**src/hdl/rsur_pkg.sv**
```systemverilog
// Shared constants and control types for the range set union block.
package rsur_pkg;

  // Size of the presence map and of the value fields
  localparam int VALUE_COUNT = 128;
  localparam int VAL_W       = 7;
  localparam int POS_W       = (VALUE_COUNT > 1) ? $clog2(VALUE_COUNT) : 1;

  // Input command codes
  localparam logic CMD_ADD    = 1'b0;
  localparam logic CMD_FINISH = 1'b1;

  // Controller to datapath commands
  typedef struct packed {
    logic add;    // mark the range of the current input transfer
    logic start;  // prepare a scan of the map
    logic step;   // examine the next map position
    logic flush;  // emit the held run, or the empty result
  } rsur_cmd_t;

  // Datapath to controller status
  typedef struct packed {
    logic step_blocked;  // a found run cannot leave yet
    logic at_end;        // scan sits on the last map position
    logic out_free;      // output register can take a result this cycle
  } rsur_sts_t;

endpackage

```
**src/hdl/range_set_union_runs_core.sv**
```systemverilog
// Top level of the range set union block: controller plus datapath.
//
// Input channel (in_valid_i / in_stall_o): command_i = 0 adds the inclusive
// range range_low_i..range_high_i to a 128-entry presence map; a reversed
// range adds nothing. command_i = 1 finishes: the map is read from value 0
// upward and every maximal run of present values leaves as one transfer on
// the output channel, the final one with last_run_o set. An empty map gives
// a single transfer with empty_set_o set and zero run fields. The map is
// clear again once a finish completes.
// An add never stalls the input and the next item is taken right after it.
// A finish holds the input stalled through the scan of all VALUE_COUNT map
// positions, one per cycle while the output does not stall (shifted out of
// the map register), and through the final result. Each run is sent once
// the next run has been found, the last one at the end.
// Output channel (out_valid_o / out_stall_i): one output register; while the
// receiver stalls, the result holds and the scan pauses at the next run.
// Reset empties the map and the output register and returns to idle.
module range_set_union_runs_core (
  input  logic                       clk_i,
  input  logic                       rst_ni,
  input  logic                       in_valid_i,
  output logic                       in_stall_o,
  input  logic                       command_i,
  input  logic [rsur_pkg::VAL_W-1:0] range_low_i,
  input  logic [rsur_pkg::VAL_W-1:0] range_high_i,
  output logic                       out_valid_o,
  input  logic                       out_stall_i,
  output logic [rsur_pkg::VAL_W-1:0] run_low_o,
  output logic [rsur_pkg::VAL_W-1:0] run_high_o,
  output logic                       last_run_o,
  output logic                       empty_set_o
);
  import rsur_pkg::*;

  rsur_cmd_t cmd;
  rsur_sts_t sts;

  // Sequence transfers and scans
  rsur_ctrl u_ctrl (
    .clk_i      (clk_i),
    .rst_ni     (rst_ni),
    .in_valid_i (in_valid_i),
    .in_stall_o (in_stall_o),
    .command_i  (command_i),
    .sts_i      (sts),
    .cmd_o      (cmd)
  );

  // Hold the map and produce results
  rsur_dpath u_dpath (
    .clk_i        (clk_i),
    .rst_ni       (rst_ni),
    .cmd_i        (cmd),
    .sts_o        (sts),
    .range_low_i  (range_low_i),
    .range_high_i (range_high_i),
    .out_valid_o  (out_valid_o),
    .out_stall_i  (out_stall_i),
    .run_low_o    (run_low_o),
    .run_high_o   (run_high_o),
    .last_run_o   (last_run_o),
    .empty_set_o  (empty_set_o)
  );

endmodule

```
**src/hdl/rsur_dpath.sv**
```systemverilog
// Datapath: presence map, run scanner and output register.
module rsur_dpath (
  input  logic                  clk_i,
  input  logic                  rst_ni,
  input  rsur_pkg::rsur_cmd_t   cmd_i,
  output rsur_pkg::rsur_sts_t   sts_o,
  input  logic [rsur_pkg::VAL_W-1:0] range_low_i,
  input  logic [rsur_pkg::VAL_W-1:0] range_high_i,
  output logic                  out_valid_o,
  input  logic                  out_stall_i,
  output logic [rsur_pkg::VAL_W-1:0] run_low_o,
  output logic [rsur_pkg::VAL_W-1:0] run_high_o,
  output logic                  last_run_o,
  output logic                  empty_set_o
);
  import rsur_pkg::*;

  localparam logic [POS_W-1:0] LAST_POS = POS_W'(VALUE_COUNT - 1);

  logic [VALUE_COUNT-1:0] map_q, map_d;
  logic [VALUE_COUNT-1:0] lo_mask, hi_mask;
  logic [POS_W-1:0]       pos_q, pos_d;
  logic [POS_W-1:0]       start_q, start_d;
  logic                   in_run_q, in_run_d;
  logic                   pend_v_q, pend_v_d;
  logic [POS_W-1:0]       pend_lo_q, pend_lo_d;
  logic [POS_W-1:0]       pend_hi_q, pend_hi_d;
  logic                   out_v_q, out_v_d;
  logic [VAL_W-1:0]       out_lo_q, out_lo_d;
  logic [VAL_W-1:0]       out_hi_q, out_hi_d;
  logic                   out_last_q, out_last_d;
  logic                   out_empty_q, out_empty_d;
  logic                   cur_bit, run_end, out_free, at_end, push_run;
  logic [POS_W-1:0]       run_lo;

  // Build the range mask: bits at or above low and at or below high
  assign lo_mask = {VALUE_COUNT{1'b1}} << range_low_i;
  assign hi_mask = ~(({VALUE_COUNT{1'b1}} << range_high_i) << 1);

  // Scan view of the current position
  assign cur_bit  = map_q[0];
  assign at_end   = (pos_q == LAST_POS);
  assign run_end  = cur_bit && (at_end || !map_q[1]);
  assign run_lo   = in_run_q ? start_q : pos_q;
  assign out_free = !out_v_q || !out_stall_i;
  assign push_run = cmd_i.step && run_end && pend_v_q;

  assign sts_o.step_blocked = run_end && pend_v_q && !out_free;
  assign sts_o.at_end       = at_end;
  assign sts_o.out_free     = out_free;

  // Map update, scanner and output register next state
  always_comb begin
    map_d       = map_q;
    pos_d       = pos_q;
    start_d     = start_q;
    in_run_d    = in_run_q;
    pend_v_d    = pend_v_q;
    pend_lo_d   = pend_lo_q;
    pend_hi_d   = pend_hi_q;
    out_v_d     = out_v_q && out_stall_i;
    out_lo_d    = out_lo_q;
    out_hi_d    = out_hi_q;
    out_last_d  = out_last_q;
    out_empty_d = out_empty_q;

    if (cmd_i.add) begin
      map_d = map_q | (lo_mask & hi_mask);
    end

    if (cmd_i.start) begin
      pos_d    = '0;
      in_run_d = 1'b0;
      pend_v_d = 1'b0;
    end

    // Advance one position; the map shifts down so it empties as it is read
    if (cmd_i.step) begin
      map_d    = map_q >> 1;
      pos_d    = pos_q + POS_W'(1);
      in_run_d = cur_bit && !run_end;
      if (cur_bit) begin
        start_d = run_lo;
      end
      if (run_end) begin
        pend_v_d  = 1'b1;
        pend_lo_d = run_lo;
        pend_hi_d = pos_q;
      end
    end

    // Send the previously held run on when a newer one turns up
    if (push_run) begin
      out_v_d     = 1'b1;
      out_lo_d    = VAL_W'(pend_lo_q);
      out_hi_d    = VAL_W'(pend_hi_q);
      out_last_d  = 1'b0;
      out_empty_d = 1'b0;
    end

    // Final result of a finish
    if (cmd_i.flush) begin
      out_v_d     = 1'b1;
      out_last_d  = 1'b1;
      out_empty_d = !pend_v_q;
      out_lo_d    = pend_v_q ? VAL_W'(pend_lo_q) : '0;
      out_hi_d    = pend_v_q ? VAL_W'(pend_hi_q) : '0;
      pend_v_d    = 1'b0;
    end
  end

  // Control state
  always_ff @(posedge clk_i or negedge rst_ni) begin
    if (!rst_ni) begin
      map_q    <= '0;
      pos_q    <= '0;
      in_run_q <= 1'b0;
      pend_v_q <= 1'b0;
      out_v_q  <= 1'b0;
    end else begin
      map_q    <= map_d;
      pos_q    <= pos_d;
      in_run_q <= in_run_d;
      pend_v_q <= pend_v_d;
      out_v_q  <= out_v_d;
    end
  end

  // Payload registers
  always_ff @(posedge clk_i) begin
    start_q     <= start_d;
    pend_lo_q   <= pend_lo_d;
    pend_hi_q   <= pend_hi_d;
    out_lo_q    <= out_lo_d;
    out_hi_q    <= out_hi_d;
    out_last_q  <= out_last_d;
    out_empty_q <= out_empty_d;
  end

  assign out_valid_o = out_v_q;
  assign run_low_o   = out_lo_q;
  assign run_high_o  = out_hi_q;
  assign last_run_o  = out_last_q;
  assign empty_set_o = out_empty_q;

endmodule

```
**src/hdl/rsur_ctrl.sv**
```systemverilog
// Controller: accepts transfers and sequences the scan of a finish.
module rsur_ctrl (
  input  logic                clk_i,
  input  logic                rst_ni,
  input  logic                in_valid_i,
  output logic                in_stall_o,
  input  logic                command_i,
  input  rsur_pkg::rsur_sts_t sts_i,
  output rsur_pkg::rsur_cmd_t cmd_o
);
  import rsur_pkg::*;

  typedef enum logic [1:0] {
    ST_IDLE,
    ST_SCAN,
    ST_FLUSH
  } state_e;

  state_e state_q, state_d;
  logic   accept;

  assign in_stall_o = (state_q != ST_IDLE);
  assign accept     = in_valid_i && (state_q == ST_IDLE);

  // Issue datapath commands
  assign cmd_o.add   = accept && (command_i == CMD_ADD);
  assign cmd_o.start = accept && (command_i == CMD_FINISH);
  assign cmd_o.step  = (state_q == ST_SCAN) && !sts_i.step_blocked;
  assign cmd_o.flush = (state_q == ST_FLUSH) && sts_i.out_free;

  // Next state
  always_comb begin
    state_d = state_q;
    unique case (state_q)
      ST_IDLE: begin
        if (cmd_o.start) state_d = ST_SCAN;
      end
      ST_SCAN: begin
        if (cmd_o.step && sts_i.at_end) state_d = ST_FLUSH;
      end
      ST_FLUSH: begin
        if (cmd_o.flush) state_d = ST_IDLE;
      end
      default: state_d = ST_IDLE;
    endcase
  end

  // Hold state
  always_ff @(posedge clk_i or negedge rst_ni) begin
    if (!rst_ni) begin
      state_q <= ST_IDLE;
    end else begin
      state_q <= state_d;
    end
  end

endmodule
```
**config.mk**
```make
export PLATFORM = sky130hd
export DESIGN_NAME = range_set_union_runs_core
export DESIGN_NICKNAME = d
export VERILOG_FILES = /design/src/hdl/rsur_pkg.sv /design/src/hdl/range_set_union_runs_core.sv /design/src/hdl/rsur_dpath.sv /design/src/hdl/rsur_ctrl.sv
export SDC_FILE = /design/constraint.sdc
export NUM_CORES = 1
export LEC_CHECK = 0
export ABC_AREA = 1
export BUFFER_PORTS_ARGS = -buffer_cell sky130_fd_sc_hd__buf_2
export CORE_ASPECT_RATIO = 1.4
export CORE_MARGIN = 1
export CORE_UTILIZATION = 55
export DETAILED_ROUTE_END_ITERATION = 10
export GPL_TIMING_DRIVEN = 0
export PLACE_DENSITY_LB_ADDON = 0.15
export SYNTH_ARGS = -nofsm -noshare
export SYNTH_HDL_FRONTEND = slang
export SYNTH_SLANG_ARGS = --single-unit
```
**constraint.sdc**
```tcl
create_clock -name clk_i -period 2 [get_ports clk_i]
set_input_delay 0.2 -clock clk_i [delete_from_list [all_inputs] [get_ports clk_i]]
set_output_delay 0.2 -clock clk_i [all_outputs]
set_load 0.02 [all_outputs]
```
==> reports/results.ini <==
[yosys]
synth.most_common_cell=nand2_1
yosys-top-cells-count=423 x nand2_1, 336 x nor2_1, 202 x inv_1
syn_nets=1520
synth_edf_count=36
synth_area_mm2=0.0103
ys_async_sr_fraction_pct=79.1
synthXorXnorAreaFrac_pct=0.169
netlist_top_cells_area=dfrtp_1 34%, nand2_1 15%, nor2_1 12%, edfxtp_1 10%, inv_1 7.3%
ys_seq_elements=177
synth_warnings=0
syn-instance-count=1500
synth_ff_type=dfrtp_1
synthSimpleGateAreaFrac_pct=37.3
yosys.area_share.adder_pct=0.121
synth_top_area_share_pct=33.9
synth.distinct_cells=34
synth_compound_area_share_pct=6.21
synthMuxAreaShare_pct=0
synth-seq-area-share_pct=44.6
synth_top_cell_by_area=dfrtp_1
synth_top_family_by_area=simple AND/OR/NAND/NOR gates
syn_area_per_cell_um2=6.89

[global_routing]
grt_use_total_pct=44.0
antenna_found_initial=0
grt_pass1_vias=10100
grt_max_degree=79
grt-ovfl-total=0
grt_pass1_wl_mm=61.3

[worst_setup_path]
r2r_cells=8
cpMostUsedCell=nor2_1
r2r_slack_ps=30
cp_cell_sequence=nor2_4 > nand4_4 > inv_2 > clkbuf_4 > nand3_1 > nand2_1 > nor2_1 > nor2_1
cp_max_fo=10
regToRegStartpoint=u_ctrl.state_q[0]
slowest_stage=dfrtp_1
cp.arrival_ps=2350
cpLargestDelayFamily=simple AND/OR/NAND/NOR gates
cp-startpoint=u_ctrl.state_q[0]
cp-start-kind=register
r2r-end=u_dpath.map_q[68]
path_depth=8
critical_path_class=register to register
max_stage_delay_ps=450
cp-end-kind=register
crit_buf_inv=2
required_ps=2390
crit_path_end=u_dpath.map_q[68]

[die]
start_util_pct=56.7
coreArea_mm2=0.0182
fp-row-count=58
die_area_mm2=0.0194
chipWidth_um=118
die_y_um=164
io_pins=37

[hold_path]
hold_depth=3
hp-class=input pin to register

[power_and_ir_drop]
swShare_pct=40.8
power_frac_comb_pct=37.0
p_sw_mw=5.92
p_per_area_mw_per_mm2=1250
ir_worst_vdd_uv=830
p_int_mw=8.58
p_leak_nw=5.74
power.share.clock_pct=24.1
seq_power_share_pct=38.9

[cells_and_area]
nets=1582
n_antenna_cell=0
fill_cells=1634
area_growth_pct=12.7
fin_area_mm2=0.0116
drive_above_1_share_pct=11.2

[timing]
hold_violations=0
fin_skew_ps=12.1
finalCriticalPeriod_ps=1970
period_share_pct=98.3
tns_ps=0
maxSlewViolCount=0
tightest_slew_ps=877
clock.fmax_mhz=508
max_slew_margin_pct=41.5
setup_violations=0

[clocking]
cts_buffers=17
cts_num_sinks=177
cts_tree=yes
cts_buffer_depth=2
clk_pin_slew_ps=80
clk_latency_ps=450
root_buffer=clkbuf_16
cts_max_level=4

[routing]
drt-vias-per-instance=5.74
drc_errors=0
ant_nets=0
drt-initial-drc-count=1288
num_vias=10400
first_pass_iters=7
wl_per_cell_um=22.8
drt-total-wl_mm=41.4

[placement]
routabilityCongestion=1.18
hpwlAfterDp_mm=31.1
placement.cell_area_mm2=0.0108
port_buffers=32

[run]
maxCapViolCount=0

[status]
status=complete, no violations

## metal layers
metal  wire length [um]  global-route usage (%)
met2              19100                    72.7
met5                  0                       0
met3               3990                    10.3
met1              15000                    51.1
met4               3280                    29.8
## area by class of cell
class                           count  area [um^2]  area share (%)
Buffer                             67          482            4.14
Clock buffer                       17          425            3.65
Clock inverter                     15          196            1.69
Inverter                          209          787            6.76
Multi-Input combinational cell   1047         4580            39.3
Sequential cell                   177         4600            39.5
Tap cell                          240          300            2.58
Timing Repair Buffer               43          272            2.33
## logic make-up (layout without fill, tap and decap cells)
| family | after synthesis | after routing |
|---|---|---|
| AO/OA/AOI/OAI | 109 | 109 |
| XOR/XNOR | 2 | 2 |
| adder cells (fa/ha/maj) | 1 | 1 |
| buffers and inverters | 276 | 351 |
| flip-flops | 177 | 177 |
| AND/OR/NAND/NOR | 935 | 935 |
## worst min-delay path by stage
stage	to	start	slack, ps
global route	u_dpath.out_valid_o	out_stall_i	40
CTS	u_dpath.out_valid_o	out_stall_i	50
detailed placement	u_dpath.pos_q[6]	rst_ni	220
finish	u_dpath.out_valid_o	out_stall_i	40
global placement	u_dpath.pend_hi_q[6]	u_dpath.pos_q[6]	430
floorplan	u_ctrl.state_q[0]	rst_ni	-100
## worst reg2reg max path, delay by kind of cell (launching register included)
family | cells | cell delay (ps)
buffers and inverters | 2 | 450
flip-flops | 1 | 450
AND/OR/NAND/NOR | 6 | 1000
## stage by stage
step	setup slack (ps)	std cells	util, %	power (mW)	hold WS [ps]
6_report	33.2	1815	63.9	14.5	37.7
5_1_grt	-16.6	1815	63.9	15.2	42.0
4_1_cts	-3.96	1811	63.3	14.2	45.2
3_5_place_dp	-311	1773	59.5	10.6	225
3_3_place_gp	-1150	1772	59.3	10.4	431
2_1_floorplan	85.7	1500	-	9.03	-95.6
## layout by cell type, fill, tap and decap left out, types with 17 or more instances in the layout
| cell type | synthesis | routed |
|---|---|---|
| a21oi_1 | 33 | 33 |
| a21oi_2 | 18 | 18 |
| buf_2 | 37 | 57 |
| clkbuf_16 | 0 | 17 |
| dfrtp_1 | 140 | 140 |
| edfxtp_1 | 36 | 36 |
| inv_1 | 202 | 201 |
| nand2_1 | 423 | 421 |
| nand3_1 | 127 | 126 |
| nand3b_1 | 27 | 27 |
| nor2_1 | 336 | 331 |
| o21ai_0 | 46 | 45 |
## sequential cells by signal (all words and copies together) (netlist names)
signal,cells
u_dpath.out_valid_o,1
u_dpath.start_q,7
u_dpath.pend_lo_q,7
u_dpath.map_q,128
u_dpath.run_high_o,7
u_ctrl.state_q,2
u_dpath.empty_set_o,1
u_dpath.pos_q,7
u_dpath.run_low_o,7
u_dpath.pend_hi_q,7
u_dpath.last_run_o,1
u_dpath.in_run_q,1
u_dpath.pend_v_q,1
## power groups by stage
stage / sequential [mW] / combinational (mW) / clock (mW)
6_report: 5.63 / 5.37 / 3.49
2_1_floorplan: 5.58 / 3.45 / 0
3_5_place_dp: 5.68 / 4.96 / 0
5_1_grt: 5.73 / 5.87 / 3.62
4_1_cts: 5.60 / 5.11 / 3.47
3_3_place_gp: 5.62 / 4.76 / 0
## what timing repair did
action                                  4_1_cts  5_1_grt
hold buffers                                  1        0
buffers inserted                              5        4
pin swaps                                     2        3
gates resized for setup                       8       30
endpoints found under the setup margin       70      134
endpoints found under the hold margin        62        0
Power figures use the tool's default switching activity.
